[src/rtl/jvc_pkg.sv]
package jvc_pkg;

    // Input opcodes
    typedef enum logic [1:0] {
        OP_AXIS   = 2'd0,
        OP_BUTTON = 2'd1,
        OP_TICK   = 2'd2
    } t_opcode;

    // Configuration register indexes
    typedef enum logic [2:0] {
        CFG_X_SEL    = 3'd0,
        CFG_Y_SEL    = 3'd1,
        CFG_Z_SEL    = 3'd2,
        CFG_DEADZONE = 3'd3,
        CFG_GAIN     = 3'd4,
        CFG_MAX_X    = 3'd5,
        CFG_MAX_Z    = 3'd6,
        CFG_MAX_ROT  = 3'd7
    } t_cfg_idx;

    localparam int CFG_DATA_W = 17;

    // Register reset values
    localparam logic [7:0]  RST_X_SEL    = 8'd0;
    localparam logic [7:0]  RST_Y_SEL    = 8'd1;
    localparam logic [7:0]  RST_Z_SEL    = 8'd2;
    localparam logic [14:0] RST_DEADZONE = 15'd2000;
    localparam logic [16:0] RST_GAIN     = 17'd65536;
    localparam logic [11:0] RST_MAX_X    = 12'd300;
    localparam logic [11:0] RST_MAX_Z    = 12'd300;
    localparam logic [12:0] RST_MAX_ROT  = 13'd1000;

    // Change thresholds and deadband limits
    localparam logic signed [13:0] VEL_STEP = 14'sd8;
    localparam logic signed [14:0] ROT_STEP = 15'sd20;

    localparam logic [7:0] BUTTON_MAIN = 8'd0;

    // Axis event decode toward the state registers
    typedef struct packed {
        logic               wr_fwd;
        logic               wr_side;
        logic               wr_turn;
        logic signed [15:0] norm;
    } t_axis_upd;

    // Velocity scaling on a send tick
    typedef struct packed {
        logic               moved;
        logic signed [12:0] raw_x;
        logic signed [12:0] raw_z;
        logic signed [13:0] raw_rot;
        logic signed [12:0] db_x;
        logic signed [12:0] db_z;
        logic signed [13:0] db_rot;
    } t_tick_res;

endpackage

[src/rtl/jvc_vel_scale.sv]
module jvc_vel_scale (
    input  logic signed [15:0] i_fwd,
    input  logic signed [15:0] i_side,
    input  logic signed [15:0] i_turn,
    input  logic [11:0]        i_max_x,
    input  logic [11:0]        i_max_z,
    input  logic [12:0]        i_max_rot,
    input  logic signed [12:0] i_last_x,
    input  logic signed [12:0] i_last_z,
    input  logic signed [13:0] i_last_rot,
    output jvc_pkg::t_tick_res o_res
);
    import jvc_pkg::*;

    logic signed [28:0] px;
    logic signed [28:0] pz;
    logic signed [29:0] pr;
    logic signed [12:0] raw_x;
    logic signed [12:0] raw_z;
    logic signed [13:0] raw_rot;
    logic               moved;
    logic signed [12:0] db_x;
    logic signed [12:0] db_z;
    logic signed [13:0] db_rot;
    logic signed [13:0] dx;
    logic signed [13:0] dz;
    logic signed [14:0] dr;
    logic signed [13:0] vx_ext;
    logic signed [13:0] vz_ext;
    logic signed [14:0] vr_ext;

    // Axis times full-scale speed, floor shift by 15
    always_comb begin
        px = i_fwd  * $signed({1'b0, i_max_x});
        pz = i_side * $signed({1'b0, i_max_z});
        pr = i_turn * $signed({1'b0, i_max_rot});
        raw_x   = px[27:15];
        raw_z   = pz[27:15];
        raw_rot = pr[28:15];
    end

    // Change detect against last sent values
    always_comb begin
        dx = {raw_x[12], raw_x} - {i_last_x[12], i_last_x};
        dz = {raw_z[12], raw_z} - {i_last_z[12], i_last_z};
        dr = {raw_rot[13], raw_rot} - {i_last_rot[13], i_last_rot};
        moved = !((dx > -VEL_STEP) && (dx < VEL_STEP)) ||
                !((dz > -VEL_STEP) && (dz < VEL_STEP)) ||
                !((dr > -ROT_STEP) && (dr < ROT_STEP));
    end

    // Deadband small velocities to zero
    always_comb begin
        vx_ext = {raw_x[12], raw_x};
        vz_ext = {raw_z[12], raw_z};
        vr_ext = {raw_rot[13], raw_rot};
        db_x   = ((vx_ext > -VEL_STEP) && (vx_ext < VEL_STEP)) ? 13'sd0 : raw_x;
        db_z   = ((vz_ext > -VEL_STEP) && (vz_ext < VEL_STEP)) ? 13'sd0 : raw_z;
        db_rot = ((vr_ext > -ROT_STEP) && (vr_ext < ROT_STEP)) ? 14'sd0 : raw_rot;
    end

    assign o_res = '{moved: moved, raw_x: raw_x, raw_z: raw_z, raw_rot: raw_rot,
                     db_x: db_x, db_z: db_z, db_rot: db_rot};

endmodule

[config.mk]
export PLATFORM = sky130hd
export DESIGN_NAME = jvc_vel_scale
export DESIGN_NICKNAME = d
export VERILOG_FILES = /design/src/rtl/jvc_pkg.sv /design/src/rtl/jvc_vel_scale.sv
export SDC_FILE = /design/constraint.sdc
export NUM_CORES = 2
export LEC_CHECK = 0
export BUFFER_PORTS_ARGS = -buffer_cell sky130_fd_sc_hd__buf_2
export CORE_MARGIN = 2
export CORE_UTILIZATION = 45
export DETAILED_ROUTE_END_ITERATION = 16
export MAX_ROUTING_LAYER = met4
export PLACE_DENSITY = 0.66
export SLEW_MARGIN = 20
export SYNTH_ARGS = -nofsm -noshare
export SYNTH_HDL_FRONTEND = slang
export SYNTH_SLANG_ARGS = --single-unit
[constraint.sdc]
create_clock -name vclk -period 10.2
set_input_delay 1.02 -clock vclk [all_inputs]
set_output_delay 1.02 -clock vclk [all_outputs]
set_load 0.02 [all_outputs]
==> key figures <==
Outcome
  • Outcome: completed

STA
  • Setup TNS: 0 ps
  • Fin crit share: 97.07%
  • Worst Max-Slew Pin Slew: 776.7 ps
  • Final Setup Violations: 0
  • Fmax: 0.1010 GHz
  • Rel. slew slack: 47.75%
  • Slew Viols, Final: 0
  • Setup WS post-layout: 298.6 ps
  • Fin. Hold Viols: 0
  • Tmin final: 9901 ps

Min path
  • WHS Endpoint: o_res[80]
  • Min-delay worst type: input pin to output port
  • Hold Crit Start: i_last_rot[13]
  • WHS Path Cells: 7

Synthesis
  • Synth area leaders: fa_1, inv_1, ha_1
  • Commonest cells in the netlist: inv_1, fa_1, nand2_1
  • Post-synthesis sequential area ratio: 0%
  • Post-synth cell types: 75
  • Most numerous cell in the Yosys netlist: inv_1
  • Syn Nets: 3815
  • Cells after synthesis: 2913
  • Post-Syn Area: 24450 um2
  • Synthesis warning total: 0
  • Mean Syn Cell Area: 8.394 um2
  • Largest area contributor in the netlist: fa_1
  • Top cell type's share of synthesized area: 44.87%

Cells and area
  • CLK BUF: 0
  • Share of cells above drive strength 1: 11.76%
  • Layout Nets: 3999
  • Seq cells: 0
  • Storage cell area: 0 um2
  • Finished Cell Area: 26820 um2
  • Synth-to-Final Area Change: 9.676%

Floorplanning
  • Initial Util: 45.44%
  • Die area: 56220 um2
  • DIE HEIGHT: 237.1 um
  • Die W: 237.1 um
  • Row cnt: 85
  • Core ar.: 53810 um2
  • I/O Pins: 206

Route
  • Detail Route Antenna Nets: 0
  • Routed len/inst: 15.93 um
  • Total Wirelength: 60470 um
  • Vias per cell: 5.091
  • DR DRC count: 0
  • Vias: 19330
  • Drt first pass iters: 5
  • DRT iter0 DRCs: 949

Global route
  • Global-route wire length before repair: 103500 um
  • Gr ovfl total: 0
  • Pin count of the biggest net entering global routing: 17
  • GRT Total Usage: 23.30%
  • Initial antenna violation count: 7
  • Number of global-route vias before repair: 20360

Place
  • Dpl ws: 124.9 ps
  • Port bufs: 206
  • DP Area: 26470 um2
  • GP Congestion: 0.9256
  • Hpwl dp: 52320 um

Run
  • Maximum Capacitance Violations: 0

Critical path
  • Slowest CP cell: fa_1
  • Critical path launch point type: input pin
  • Worst EP required: 9180 ps
  • Worst EP arrival: 8880 ps
  • Worst stage delay on the critical path: 540 ps
  • CP most frequent cell: fa_1
  • Crit path capture type: output port
  • WS Path Type: input pin to output port
  • CP max FO: 10

CTS
  • Hold-fix buffers, CTS: 0
[cells by family (layout without fill, tap and decap cells)]
logic type               count (synthesis)  count (layout)  synth area share [%]
AND/OR/NAND/NOR                        896             896                 18.90
buffers and inverters                  887            1069                 13.68
other                                    0               6                     0
XOR/XNOR                                76              76                 2.753
AO/OA/AOI/OAI                          274             274                 7.957
multiplexers                             3               3                0.1330
adder cells (fa/ha/maj)                777             777                 56.58
[metal layers]
layer | share of wire, % | routed length [um] | global-route usage [%]
met3 | 5.6 | 3379 | 2.436
met5 | 0 | 0 | -
met4 | 1.7 | 1009 | 3.335
met2 | 47 | 28360 | 37.34
met1 | 46 | 27720 | 32.89
[cell usage in the layout (no fill, tap or decap), types with 7 or more instances in the layout]
master       n
inv_1      789
fa_1       545
nand2_1    331
and2_1     303
ha_1       223
buf_2      199
buf_4       74
nor2_1      63
xnor2_1     54
a21oi_1     50
nor3_1      37
nand3_1     31
o21ai_0     29
o21a_1      27
nor2b_1     19
xor2_1      19
a21o_1      18
nand4_1     18
a211oi_1    13
or2_2       12
a31oi_1     11
nor3b_1     11
or3_1       11
o211ai_1    10
and3_1      10
o21ai_2     10
o31ai_1     10
nand2b_1     9
o2111ai_1    9
a211o_1      7
nor4_1       7
and4_1       7
a21oi_2      7
[worst max-delay path, delay by kind of cell]
family / cells / cell delay, ps
AND/OR/NAND/NOR: 5 / 980
XOR/XNOR: 2 / 430
buffers and inverters: 8 / 850
AO/OA/AOI/OAI: 9 / 1940
adder cells (fa/ha/maj): 8 / 3660
[through the flow]
| step | hold slack [ps] | util, % | std cells |
|---|---|---|---|
| final | 2903 | 49.83 | 3797 |
| after global routing | 2967 | 49.83 | 3797 |
| after CTS | 2896 | 49.19 | 3783 |
| after detailed placement | 2896 | 49.19 | 3783 |
| after global placement | 2883 | 49.19 | 3783 |
| after floorplan | 2654 | - | 2913 |
[worst max path at each step]
stage	slack, ps	depth (start not counted)	end	from
floorplan	130	30	o_res[80]	i_turn[14]
CTS	40	32	o_res[80]	i_max_rot[2]
detailed placement	120	32	o_res[80]	i_max_rot[2]
global placement	80	32	o_res[80]	i_max_rot[2]
finish	300	32	o_res[80]	i_turn[7]
global route	-60	31	o_res[80]	i_max_rot[4]
[final cells by class]
type	count	area, um2
antenna	6	15.01
fill	5309	27000
inverter	790	2965
multi-input combinational	2026	21370
tap	696	870.8
timing repair buffer	279	1597
[what timing repair did]
item                       in CTS  in global routing
setup endpoints to repair       0                  1
setup buffers                   0                  8
gates resized for setup         0                 73
Power is left out: the tool's default activity adds up to more than one toggle a clock period on the data nets, which glitch-free logic cannot reach.
